**src/voxel_face_cull_mesher_unit_macros.svh**
```systemverilog
// ============================================================================
// voxel_face_cull_mesher_unit_macros.svh
// Assertion shorthands for the voxel face-cull mesher. Each macro expects
// clk and rst_n in scope and disables checking while reset is asserted.
// ============================================================================
`ifndef VOXEL_FACE_CULL_MESHER_UNIT_MACROS_SVH
`define VOXEL_FACE_CULL_MESHER_UNIT_MACROS_SVH

// same-cycle implication
`define VFC_ASSERT(label, ante, cons, msg) \
    label: assert property (@(posedge clk) disable iff (!rst_n) (ante) |-> (cons)) \
        else $error(msg);

// next-cycle implication
`define VFC_ASSERT_NEXT(label, ante, cons, msg) \
    label: assert property (@(posedge clk) disable iff (!rst_n) (ante) |=> (cons)) \
        else $error(msg);

`endif

```
**src/vfc_pkg.sv**
```systemverilog
// ============================================================================
// vfc_pkg
// Shared types, codes and constant tables of the voxel face-cull mesher.
// ============================================================================
package vfc_pkg;

    // input field widths
    localparam int XZ_W    = 5;
    localparam int Y_W     = 4;
    localparam int KIND_W  = 3;
    localparam int COUNT_W = 17;
    localparam int INDEX_W = 16;

    // grid size, fixed by the coordinate field widths
    localparam int GRID_XZ = 32;
    localparam int GRID_Y  = 16;
    localparam int DEPTH   = GRID_XZ * GRID_Y * GRID_XZ;
    localparam int ADDR_W  = $clog2(DEPTH);

    localparam logic [COUNT_W-1:0] CAP_LIMIT  = 17'd65536;
    localparam logic [KIND_W-1:0]  KIND_COUNT = 3'd6;
    localparam logic [KIND_W-1:0]  KIND_EMPTY = 3'd0;

    // world units per cell and texel span of one tile
    localparam int CELL_UNITS = 16;
    localparam int HALF_CELL  = CELL_UNITS / 2;
    localparam logic [7:0] TILE_SPAN = 8'd15;

    // last step of a face's six vertices
    localparam logic [2:0] STEP_LAST = 3'd5;
    localparam logic [2:0] FACE_LAST = 3'd5;

    // address unit direction: center cell or neighbor across face (dir - 1)
    localparam logic [2:0] DIR_CENTER = 3'd0;
    localparam logic [2:0] DIR_NX     = 3'd1;
    localparam logic [2:0] DIR_PX     = 3'd2;
    localparam logic [2:0] DIR_PY     = 3'd3;
    localparam logic [2:0] DIR_NY     = 3'd4;
    localparam logic [2:0] DIR_NZ     = 3'd5;
    localparam logic [2:0] DIR_PZ     = 3'd6;

    typedef enum logic [1:0] {
        OP_WRITE   = 2'd0,
        OP_MESH    = 2'd1,
        OP_RESTART = 2'd2
    } op_t;

    typedef enum logic [2:0] {
        ST_CLEAR,
        ST_IDLE,
        ST_WRITE,
        ST_SCAN,
        ST_EMIT
    } seq_state_t;

    typedef struct packed {
        logic [XZ_W-1:0]   x;
        logic [Y_W-1:0]    y;
        logic [XZ_W-1:0]   z;
        logic [KIND_W-1:0] kind;
    } cell_t;

    // one vertex request from the sequencer
    typedef struct packed {
        logic               valid;
        logic               last;
        logic [2:0]         face;
        logic [2:0]         step;
        logic [INDEX_W-1:0] index;
    } emit_t;

    // corner offset signs per face and corner: {x, y, z}, 1 means plus
    localparam logic [2:0] CORNER_SIGN [6][4] = '{
        '{3'b000, 3'b001, 3'b010, 3'b011},
        '{3'b100, 3'b101, 3'b110, 3'b111},
        '{3'b010, 3'b011, 3'b110, 3'b111},
        '{3'b000, 3'b001, 3'b100, 3'b101},
        '{3'b000, 3'b010, 3'b100, 3'b110},
        '{3'b001, 3'b011, 3'b101, 3'b111}
    };

    // corner texture selects per face and corner: {u, v}
    localparam logic [1:0] CORNER_UV [6][4] = '{
        '{2'b00, 2'b10, 2'b01, 2'b11},
        '{2'b10, 2'b00, 2'b11, 2'b01},
        '{2'b01, 2'b00, 2'b11, 2'b10},
        '{2'b00, 2'b01, 2'b10, 2'b11},
        '{2'b00, 2'b01, 2'b10, 2'b11},
        '{2'b10, 2'b11, 2'b00, 2'b01}
    };

    // corner order of the two triangles, even and odd faces
    localparam logic [1:0] TRI_EVEN [6] = '{2'd0, 2'd3, 2'd2, 2'd0, 2'd1, 2'd3};
    localparam logic [1:0] TRI_ODD  [6] = '{2'd0, 2'd3, 2'd1, 2'd0, 2'd2, 2'd3};

    // atlas tile per block kind and face: low nibble column, high nibble row
    localparam logic [7:0] KIND_TILE [6][6] = '{
        '{8'd0,  8'd0,  8'd0,  8'd0, 8'd0,  8'd0},
        '{8'd16, 8'd16, 8'd32, 8'd0, 8'd16, 8'd16},
        '{8'd1,  8'd1,  8'd1,  8'd1, 8'd1,  8'd1},
        '{8'd2,  8'd2,  8'd2,  8'd2, 8'd2,  8'd2},
        '{8'd3,  8'd3,  8'd3,  8'd3, 8'd3,  8'd3},
        '{8'd20, 8'd20, 8'd36, 8'd4, 8'd20, 8'd20}
    };

endpackage

```
**src/vfc_vertex_gen.sv**
```systemverilog
// ============================================================================
// vfc_vertex_gen
// Vertex field unit: position and texture coordinates of one corner of one
// face, from the corner, texture and tile tables.
// ============================================================================
module vfc_vertex_gen
    import vfc_pkg::*;
(
    input  cell_t              loc,
    input  logic [2:0]         face,
    input  logic [2:0]         step,
    output logic signed [9:0]  pos_x,
    output logic signed [8:0]  pos_y,
    output logic signed [9:0]  pos_z,
    output logic [7:0]         tex_u,
    output logic [7:0]         tex_v
);

    logic [1:0] corner;
    logic [2:0] sgn;
    logic [1:0] uv;
    logic [7:0] tile;

    // corner of this step, odd faces wind the other way
    assign corner = face[0] ? TRI_ODD[step] : TRI_EVEN[step];
    assign sgn    = CORNER_SIGN[face][corner];
    assign uv     = CORNER_UV[face][corner];
    assign tile   = KIND_TILE[loc.kind][face];

    // cell times CELL_UNITS, plus or minus half a cell
    assign pos_x = 10'(int'(loc.x) * CELL_UNITS + (sgn[2] ? HALF_CELL : -HALF_CELL));
    assign pos_y = 9'(int'(loc.y) * CELL_UNITS + (sgn[1] ? HALF_CELL : -HALF_CELL));
    assign pos_z = 10'(int'(loc.z) * CELL_UNITS + (sgn[0] ? HALF_CELL : -HALF_CELL));

    // 16-tile-wide atlas, 16 texels per tile
    assign tex_u = {tile[3:0], 4'h0} + (uv[1] ? TILE_SPAN : 8'd0);
    assign tex_v = {tile[7:4], 4'h0} + (uv[0] ? TILE_SPAN : 8'd0);

endmodule

```
**config.mk**
```make
export PLATFORM = sky130hd
export DESIGN_NAME = vfc_vertex_gen
export DESIGN_NICKNAME = d
export VERILOG_FILES = /design/src/voxel_face_cull_mesher_unit_macros.svh /design/src/vfc_pkg.sv /design/src/vfc_vertex_gen.sv
export SDC_FILE = /design/constraint.sdc
export NUM_CORES = 1
export LEC_CHECK = 0
export ABC_AREA = 1
export ABC_CLOCK_PERIOD_IN_PS = 2170
export BUFFER_PORTS_ARGS = -buffer_cell sky130_fd_sc_hd__buf_4
export CAP_MARGIN = 20
export CORE_ASPECT_RATIO = 1.1
export CORE_MARGIN = 10
export CORE_UTILIZATION = 44
export DETAILED_ROUTE_END_ITERATION = 12
export GPL_TIMING_DRIVEN = 0
export PLACE_DENSITY = 0.87
export SYNTH_ARGS = -nofsm -noshare
export SYNTH_HDL_FRONTEND = slang
export SYNTH_SLANG_ARGS = --single-unit
```
**constraint.sdc**
```tcl
create_clock -name vclk -period 2.17
set_input_delay 0 -clock vclk [all_inputs]
set_output_delay 0 -clock vclk [all_outputs]
set_load 0.01 [all_outputs]
```
Yosys cells after proc, flatten, opt, wreduce, memory -nomap -nowiden. Memory sizes are Yosys's and may differ from the RTL's. Index checks and enable logic that the tools add are counted.

Flip-flop bits (word level): 0. Memory bits (read-only): 576. Output and inout port bits: 45. Logic and storage cells: 43. Memories kept: 5.

$add $sub $neg: 5. Order comparisons: 4. Mux-type cells: 25. Bitwise operators: 4.

Memory list: (no name shown) (words 8, bits a word 48, read ports 1, clocked after memory_dff 0, wr ports 0, RTL line vfc_vertex_gen.sv:28) `assign tile = KIND_TILE[loc.kind][face];`; (no name shown) (words 8, bits a word 12, read ports 1, clocked after memory_dff 0, wr ports 0, RTL line vfc_vertex_gen.sv:26) `assign sgn = CORNER_SIGN[face][corner];`; (no name shown) (words 8, bits a word 8, read ports 1, clocked after memory_dff 0, wr ports 0, RTL line vfc_vertex_gen.sv:27) `assign uv = CORNER_UV[face][corner];`; (no name shown) (words 8, bits a word 2, read ports 1, clocked after memory_dff 0, wr ports 0, RTL line vfc_vertex_gen.sv:25) `assign corner = face[0] ? TRI_ODD[step] : TRI_EVEN[step];`; (no name shown) (words 8, bits a word 2, read ports 1, clocked after memory_dff 0, wr ports 0, RTL line vfc_vertex_gen.sv:25).

Operators with widths (count): 48-bit 2-to-1 mux (2); 8-bit 2-to-1 mux (4); 8-bit binary-select mux with 3-bit select (1); 12-bit 2-to-1 mux (2); 10-bit adder (2); 10-bit 2-to-1 mux (2); 8-bit by 4-bit adder with 8-bit output (2); 2-bit 2-to-1 mux (7); 4-bit >= comparator (second input constant) (3); 3-bit inverter with 4-bit output (3); 9-bit adder (1); 9-bit 2-to-1 mux (1); 4-bit 2-to-1 mux (2); 3-bit binary-select mux with 2-bit select (1); 3-bit 2-to-1 mux (2); 2-bit binary-select mux with 2-bit select (1); 3-bit >= comparator (second input constant) (1); 2-bit inverter with 3-bit output (1).

Longest topological paths before layout. Gate-level depths: netlist of run 1.

Depth after elaboration: 11. Mapped depth: 16.

Worst setup path before layout of run 1. OpenSTA, ideal clock, no wires.

Path type: input to output. From: input port step[1]. To: output port pos_y[8]. Arrival time: 2068 ps. Data required time: 2170 ps. Slack: 102 ps. Stages: 16. Cell sequence: inv_1 ha_1 inv_1 nand2_1 nand2_1 o21ai_2 inv_2 a21oi_2 o21ai_2 inv_1 ha_1 inv_1 fa_1 o21ai_0 a21oi_1 xor2_1.

Word-level cells in the longest chain between the ends: 11.

RTL lines: start, declared (RTL line vfc_vertex_gen.sv:11) `input logic [2:0] step,`; 3-bit inverter with 4-bit output (not written as such) (*) (RTL line vfc_vertex_gen.sv:25); memory read 8 x 2 bit; 2-bit 2-to-1 mux (not written as such) (2 in a row) (RTL line vfc_vertex_gen.sv:25); 2-bit 2-to-1 mux (*) (RTL line vfc_vertex_gen.sv:25); 2-bit inverter with 3-bit output (not written as such) (*) (RTL line vfc_vertex_gen.sv:26); 3-bit binary-select mux with 2-bit select (*) (RTL line vfc_vertex_gen.sv:26); 3-bit 2-to-1 mux (not written as such) (*) (2 in a row) (RTL line vfc_vertex_gen.sv:26); 9-bit 2-to-1 mux (*) (RTL line vfc_vertex_gen.sv:32) `assign pos_y = 9'(int'(loc.y) * CELL_UNITS + (sgn[1] ? HALF_CELL : -HALF_CELL));`; 9-bit adder (*) (RTL line vfc_vertex_gen.sv:32); end, declared (RTL line vfc_vertex_gen.sv:13) `output logic signed [8:0] pos_y,`.

Every way passes the cells marked *; elsewhere a longest branch is shown, timed or not. The select of a mux whose other input is x is not followed.

Worst setup path after layout of run 1.
From: input port step[0]. To: output port pos_y[8].

Same word-level chain as after synthesis.

==> key figures, run 1 <==
Routing
  – DRT antenna net count: 0
  – # DRC: 0
  – Vias post-DR: 1176
  – WL final: 3090 um
  – Detailed Routing Iterations Pass 1: 4
  – Vias per inst: 4.49
  – Detailed Route Iter0 Violations: 26
  – Post-DR wirelength/cell: 11.8 um

Worst setup path
  – Worst-path fanout max: 3
  – Worst endpoint required time: 2.17 ns
  – Startpoint Class: input port
  – Worst Setup End Kind: primary output
  – Classification of the worst setup path: in -> out
  – Slowest CP cell: fa_2
  – Cell repeated most along the worst path: inv_2
  – Crit-path max cell delay: 0.38 ns
  – Crit path arrival time: 2.12 ns
  – CP cell instances: buf_8 > ha_4 > inv_2 > nand2_2 > nand2_2 > o21ai_4 > inv_2 > a21oi_2 > o21ai_2 > inv_2 > ha_4 > inv_2 > fa_2 > o21ai_2 > a21oi_2 > xor2_1 > buf_4

Die
  – Initial Util: 47.2%
  – Die Y: 69.1 um
  – IO Count: 68
  – Die X: 64.6 um
  – Die ar.: 4470 um2
  – Row Count: 17
  – CORE AREA: 2040 um2

Placed design
  – Placed Cells: 254
  – Buffers on Ports: 53
  – Gpl congestion: 0.799
  – DP Wirelength: 2560 um

Final layout
  – Final net count: 272
  – Non-filler cells, final: 262
  – Ratio of cells with drive above 1 in the final layout: 47.4%
  – Layout area overhead: 64.6%
  – Seq_cells: 0
  – Utilization after layout: 77.8%
  – FF+latch area: 0 um2
  – Fill count: 172
  – ANT cells: 0
  – Clk_buf instances: 0

GRT
  – Global-route usage over all layers: 11.8%
  – First-pass GRT wire length: 4720 um
  – Vias in the first global route: 1086
  – Largest net degree at the start of global routing: 9
  – Met3 Use GR: 2.58%
  – GRT overflow: 0
  – Met2 global-route usage: 24.7%
  – Initial antenna violation count: 0
  – Gr busiest metal: met2
  – Met1 usage: 11.6%

Synth
  – Yosys warning count: 0
  – Commonest cells in the netlist: 28 x nand2_1, 26 x inv_1, 21 x buf_4, 13 x nor2_1, 12 x nand3_1
  – Top cells by area, synth: buf_4 16%, ha_1 14%, nand2_1 11%
  – Synth area leader: buf_4
  – Post-Syn Instances: 160
  – Cell Area, Synth: 965 um2
  – Count of different cell masters after synthesis: 24
  – Post-synth top area share: 16.3%
  – Most common cell in the netlist: nand2_1
  – Mean Syn Cell Area: 6.03 um2
  – Sequential area share after synthesis: 0%

Power
  – Leakage: 0.927 nW
  – Maximum vdd drop: 0.000317 V
  – Power per cell area: 385 nW/um2

STA
  – Fin. Hold Viols: 0
  – Unrepaired setup endpoints after global routing: yes
  – Fin crit share: 97.8%
  – Final setup vio count: 0
  – WHS: 0.261 ns
  – Fmax: 471 MHz
  – Slew Limit Fails: 0
  – Clock period minus worst slack: 2.12 ns

Run status
  – Status: complete, no violations

Hold path
  – Hold WC Path Type: in -> out

Clock network
  – Hold buffers post-CTS: 0

Job
  – # Max-Cap Violations: 0
[worst paths after layout]
check,startpoint,endpoint,cells past startpoint,slack (ns)
setup / recovery,step[0],pos_y[8],17,0.05
hold / removal,loc[0],tex_u[4],3,0.26
[cells by family (layout without fill, tap and decap cells)]
family                   after synthesis  in the layout  share of synthesized area (%)
AO/OA/AOI/OAI                         22             22                           13.9
AND/OR/NAND/NOR                       64             64                           31.1
XOR/XNOR                               9              9                           8.17
buffers and inverters                 50            111                           27.6
adder cells (fa/ha/maj)               13             13                           18.4
other                                  2             15                          0.779
[worst max-delay path: cells and delay by family]
family                   cells  cell delay (ns)
adder cells (fa/ha/maj)      3             0.78
AO/OA/AOI/OAI                5             0.61
buffers and inverters        6             0.46
XOR/XNOR                     1             0.14
AND/OR/NAND/NOR              2             0.13
[layout by cell type, fill, tap and decap left out, types with 2 or more instances in the layout]
master	count
a21oi_2	2
o21ai_0	7
xor2_1	7
a21oi_1	5
ha_1	7
ha_4	3
nand3_1	12
inv_2	6
nand2_1	25
o21ai_2	3
xnor2_1	2
nand2_2	7
buf_4	80
inv_1	22
conb_1	15
nor2_1	12
nor3_1	3
[metal layers]
layer	routed length (um)	up-vias	part of all wire, %
li1	-	619	-
met1	1150	524	37
met2	1770	33	57
met3	165	0	5.3
met4	0	0	0
met5	0	-	0
[power by group]
group	internal (mW)	switching [mW]	leakage, nW
sequential	0	0	0
combinational	0.313	0.298	0.927
clock	0	0	0
[stage by stage]
stage	area (um2)	power (mW)	setup slack [ns]	TNS (ns)
finish	1590	0.611	0.0469	0
global route	1590	0.675	-0.0836	-0.0871
CTS	1500	0.579	-0.00932	-0.00932
detailed placement	1450	0.555	-0.283	-0.471
global placement	1450	0.544	-0.258	-0.344
floorplan	1010	0.320	0.102	0
[timing repair]
| action | in CTS | in global routing |
|---|---|---|
| resized for setup | 6 | 17 |
| pin swaps | 3 | 10 |
| endpoints found under the setup margin | 3 | 4 |
| setup buffers | 5 | 3 |
| hold endpoints to repair | 0 | 0 |
[area by class of cell]
class,instances,area [um2],share of cell area [%]
Buffer,21,158,9.93
Multi-Input combinational cell,123,815,51.3
Timing Repair Buffer,61,469,29.6
Tap cell,28,35.0,2.21
Inverter,29,111,7.01
Power figures use the tool's default switching activity.
==> run 2: changes to the inputs <==
--- a/config.mk
+++ b/config.mk
@@ -13,8 +13,9 @@
 export CORE_MARGIN = 10
 export CORE_UTILIZATION = 44
 export DETAILED_ROUTE_END_ITERATION = 12
-export GPL_TIMING_DRIVEN = 0
+export GPL_TIMING_DRIVEN = 1
 export PLACE_DENSITY = 0.87
+export SETUP_SLACK_MARGIN = 0.1
 export SYNTH_ARGS = -nofsm -noshare
 export SYNTH_HDL_FRONTEND = slang
 export SYNTH_SLANG_ARGS = --single-unit
==> run 2 against run 1 <==
  * Design area up 3.5%
  * Sequential share of layout area unchanged
  * Final cell count down 1.1%
  * Flip-flop and latch count unchanged
  * Maximum frequency down 2.0%
  * Worst hold slack worse by 0.00095 ns
  * Non-clock buffer count down 3
  * Clock-buffer cell count unchanged
  * First-iteration DRC count up 130%
  * Total power up 11%
  * Setup slack worse by 0.043 ns
==> key figures, run 2 (synthesis gave the netlist of run 1 again) <==
Run status
  – Status: complete, no violations

Die
  – CORE AREA: 2040 um2
  – Die Y: 69.1 um
  – Die X: 64.6 um
  – Row Count: 17
  – Initial Util: 47.2%
  – IO Count: 68
  – Die ar.: 4470 um2

Routing
  – Detailed Routing Iterations Pass 1: 4
  – Vias post-DR: 1287
  – Post-DR wirelength/cell: 15.9 um
  – Detailed Route Iter0 Violations: 61
  – # DRC: 0
  – Vias per inst: 4.97
  – WL final: 4120 um
  – DRT antenna net count: 0

STA
  – WHS: 0.260 ns
  – Fin. Hold Viols: 0
  – Clock period minus worst slack: 2.17 ns
  – Slew Limit Fails: 0
  – Fmax: 462 MHz
  – Fin crit share: 99.8%
  – Unrepaired setup endpoints after global routing: yes
  – Final setup vio count: 0

GRT
  – First-pass GRT wire length: 5760 um
  – Vias in the first global route: 1329
  – GRT overflow: 0
  – Initial antenna violation count: 0
  – Global-route usage over all layers: 14.8%
  – Largest net degree at the start of global routing: 9

Final layout
  – Commonest non-fill, non-tap cell in the layout: buf_4
  – FF+latch area: 0 um2
  – Clk_buf instances: 0
  – Final net count: 269
  – ANT cells: 0
  – Commonest cells after routing, fill and taps aside: 75 x buf_4, 24 x nand2_1, 21 x inv_1, 15 x conb_1, 12 x nor2_1
  – Multi-input logic area: 881 um2
  – Fill count: 136
  – Layout area overhead: 70.3%
  – Seq_cells: 0
  – Ratio of cells with drive above 1 in the final layout: 50.6%

Worst setup path
  – Worst-path fanout max: 4
  – Worst endpoint required time: 2.17 ns
  – Worst path buffer plus inverter count: 7
  – Crit path arrival time: 2.17 ns
  – Crit path depth: 15
  – Crit path max-delay family: buffers and inverters
  – Worst Setup End Kind: primary output
  – Crit-path max cell delay: 0.32 ns
  – Startpoint Class: input port
  – CP cell instances: buf_8 > inv_4 > ha_4 > nand2_1 > nand3_1 > nand2_2 > inv_1 > o21ai_4 > inv_2 > buf_4 > ha_1 > inv_1 > o21ai_0 > xor2_1 > buf_4
  – Classification of the worst setup path: in -> out
  – Slowest CP cell: o21ai_0

Placed design
  – DP Wirelength: 2670 um
  – Buffers on Ports: 53
  – Gpl congestion: 0.840

Power
  – Leakage: 0.915 nW
  – Maximum vdd drop: 0.000314 V
  – Power per cell area: 411 nW/um2
  – Final total power: 0.675 mW

Job
  – # Max-Cap Violations: 0

Clock network
  – Hold buffers post-CTS: 0

Hold path
  – Hold WC Path Type: in -> out
  – WHS Path Cells: 3
-- run 2: cell count changes in the layout (fill, tap and decap cells not counted), sizes merged --
cell / delta
buf: -3
-- run 2: layout make-up --
| type | instances | share of cell area, % |
|---|---|---|
| inverter | 29 | 6.78 |
| multi-input combinational | 123 | 53.6 |
| tap | 28 | 2.13 |
| timing repair buffer | 79 | 37.5 |
-- run 2: what timing repair did --
action | 4_1_cts | 5_1_grt
pin swaps | 12 | 21
resized for setup | 17 | 23
setup endpoints to repair | 6 | 14
buffers inserted | 13 | 3
-- run 2: worst paths after layout --
check	to	from
worst max-delay path	pos_y[7]	step[1]
worst min-delay path	tex_u[4]	loc[0]
-- run 2: power by group --
part / internal [mW] / switching (mW) / total, mW
Clock: 0 / 0 / 0
Sequential: 0 / 0 / 0
Combinational: 0.332 / 0.343 / 0.675
Total: 0.332 / 0.343 / 0.675
-- run 2: routing by layer --
| metal | up-vias | global-route usage, % | share of wire [%] |
|---|---|---|---|
| met4 | 0 | 4.25 | 1.9 |
| met1 | 585 | 13.4 | 32 |
| li1 | 613 | - | - |
| met5 | - | 0 | 0 |
| met2 | 82 | 30.1 | 57 |
| met3 | 7 | 3.70 | 8.8 |
-- run 2: metrics by stage --
stage	instances	area [um2]	setup TNS (ns)	util [%]	setup WS, ns
final	259	1640	0	80.5	0.00359
after CTS	258	1530	0	75.1	0.0589
after global placement	245	1380	0	67.5	0.0324
after global routing	259	1640	-0.139	80.5	-0.104
after detailed placement	245	1380	-0.111	67.5	-0.0686
after floorplan	173	1010	0	-	0.102
==> run 3: changes to the inputs <==
--- a/config.mk
+++ b/config.mk
@@ -11,10 +11,10 @@
 export CAP_MARGIN = 20
 export CORE_ASPECT_RATIO = 1.1
 export CORE_MARGIN = 10
-export CORE_UTILIZATION = 44
+export CORE_UTILIZATION = 34
 export DETAILED_ROUTE_END_ITERATION = 12
 export GPL_TIMING_DRIVEN = 1
-export PLACE_DENSITY = 0.87
+export PLACE_DENSITY = 0.7
 export SETUP_SLACK_MARGIN = 0.1
 export SYNTH_ARGS = -nofsm -noshare
 export SYNTH_HDL_FRONTEND = slang
==> run 3 against run 2 <==
  * Worst hold slack worse by 0.00068 ns
  * Wire length decreased by 32%
  * First-iteration DRC count decreased by 43%
  * Utilization decreased by 25 points
  * Global-route usage is 5.5 points lower
  * Maximum frequency rose by 7.2%
  * Critical path depth grew 2
  * Die area increased by 20%
  * Design area down 7.3%
  * Non-clock buffer count fell by 10
  * Largest cell class unchanged
==> key figures, run 3 (synthesis gave the netlist of run 1 again) <==
STA
  – Setup tns final: 0 ns
  – Final setup vio count: 0
  – Clock period minus worst slack: 2.02 ns
  – Fmax: 495 MHz
  – Fin. Hold Viols: 0
  – Fin worst setup slack: 0.149 ns
  – Slew Limit Fails: 0
  – Fin crit share: 93.2%
  – Unrepaired setup endpoints after global routing: yes

Power
  – Final total power: 0.584 mW
  – Leakage: 0.864 nW
  – Power per cell area: 384 nW/um2
  – Maximum vdd drop: 0.000310 V

Routing
  – # DRC: 0
  – Vias post-DR: 1112
  – Vias per inst: 4.38
  – WL final: 2790 um
  – Post-DR wirelength/cell: 11.0 um
  – DRT antenna net count: 0
  – Detailed Route Iter0 Violations: 35
  – Detailed Routing Iterations Pass 1: 4

Final layout
  – Design area: 1520 um2
  – Clk_buf instances: 0
  – Seq_cells: 0
  – Final net count: 259
  – Layout area overhead: 57.8%
  – Commonest cells after routing, fill and taps aside: 65 x buf_4, 25 x nand2_1, 22 x inv_1, 15 x conb_1, 13 x nor2_1
  – Ratio of cells with drive above 1 in the final layout: 44.8%
  – Fill count: 289
  – ANT cells: 0
  – FF+latch area: 0 um2
  – Commonest non-fill, non-tap cell in the layout: buf_4

Die
  – Die ar.: 5370 um2
  – Row Count: 20
  – CORE AREA: 2750 um2
  – Die X: 70.8 um
  – Die Y: 75.9 um
  – IO Count: 68
  – Initial Util: 35.0%

GRT
  – Global-route usage over all layers: 9.35%
  – Largest net degree at the start of global routing: 9
  – Initial antenna violation count: 0
  – First-pass GRT wire length: 4490 um
  – GRT overflow: 0
  – Vias in the first global route: 1063

Run status
  – Status: complete, no violations

Worst setup path
  – Crit path arrival time: 2.02 ns
  – Worst-path fanout max: 2
  – Startpoint Class: input port
  – Classification of the worst setup path: in -> out
  – Worst endpoint required time: 2.17 ns
  – Worst Setup End Kind: primary output

Job
  – # Max-Cap Violations: 0

Hold path
  – Hold path endpoint: tex_u[4]
  – Hold Startpoint: loc[0]
  – WHS Path Cells: 3
  – Hold WC Path Type: in -> out

Placed design
  – Buffers on Ports: 53
  – DP Wirelength: 2460 um
  – Placed instance area: 1360 um2
  – Post-Place Setup Slack: -0.120 ns
  – Gpl congestion: 0.762
-- run 3: cell types whose count changed in the layout (fill, tap and decap cells not counted), sizes merged --
cell	previous run	this run
buf	79	69
-- run 3: metal layers --
layer	vias to the layer above	GRT usage, %	wire [um]
met5	-	0	0
met2	31	19.2	1510
li1	596	-	-
met1	485	9.88	1080
met4	0	0	0
met3	0	2.34	199
-- run 3: cell type report --
type	count	area, um2	share of cell area [%]
Inverter	29	111	7.31
Tap cell	33	41.3	2.71
Multi-Input combinational cell	123	830	54.5
Timing Repair Buffer	69	541	35.5
-- run 3: worst max-delay path by stage --
stage	startpoint	end	slack [ns]	depth (start not counted)
floorplan	step[1]	pos_y[8]	0.10	16
global placement	step[0]	pos_y[8]	0.02	17
detailed placement	step[0]	pos_y[8]	-0.12	17
CTS	step[0]	pos_y[8]	0.02	17
global route	step[1]	pos_y[8]	-0.007	18
finish	step[0]	pos_y[8]	0.15	17
-- run 3: worst max-delay path, cell delays in order --
cell and delay [ns]:
buf_8 0.10, ha_4 0.26, inv_2 0.03, nand2_2 0.06, nand2_2 0.06, o21ai_4 0.14, inv_2 0.05, a21oi_2 0.12
o21ai_2 0.08, inv_2 0.08, ha_4 0.13, inv_2 0.03, fa_2 0.34, o21ai_2 0.15, a21oi_2 0.07, xor2_1 0.17
buf_4 0.15
-- run 3: report_power, final --
part	internal (mW)	leakage, nW	switching [mW]	total [mW]
sequential	0	0	0	0
clock	0	0	0	0
combinational	0.295	0.864	0.289	0.584
total	0.295	0.864	0.289	0.584
-- run 3: stage by stage --
stage          utilization (%)  hold slack (ns)  std cells
6_report                  55.3            0.259        254
5_1_grt                   55.3            0.278        254
4_1_cts                   52.2            0.262        249
3_5_place_dp              49.2            0.262        246
3_3_place_gp              49.2            0.258        246
2_1_floorplan                -           0.0475        173
-- run 3: what timing repair did --
action / 4_1_cts / 5_1_grt
hold buffers: 0 / 0
endpoints found under the setup margin: 4 / 7
cloned: 0 / 0
pin swaps: 11 / 17
buffers inserted: 3 / 5
resized for setup: 17 / 11
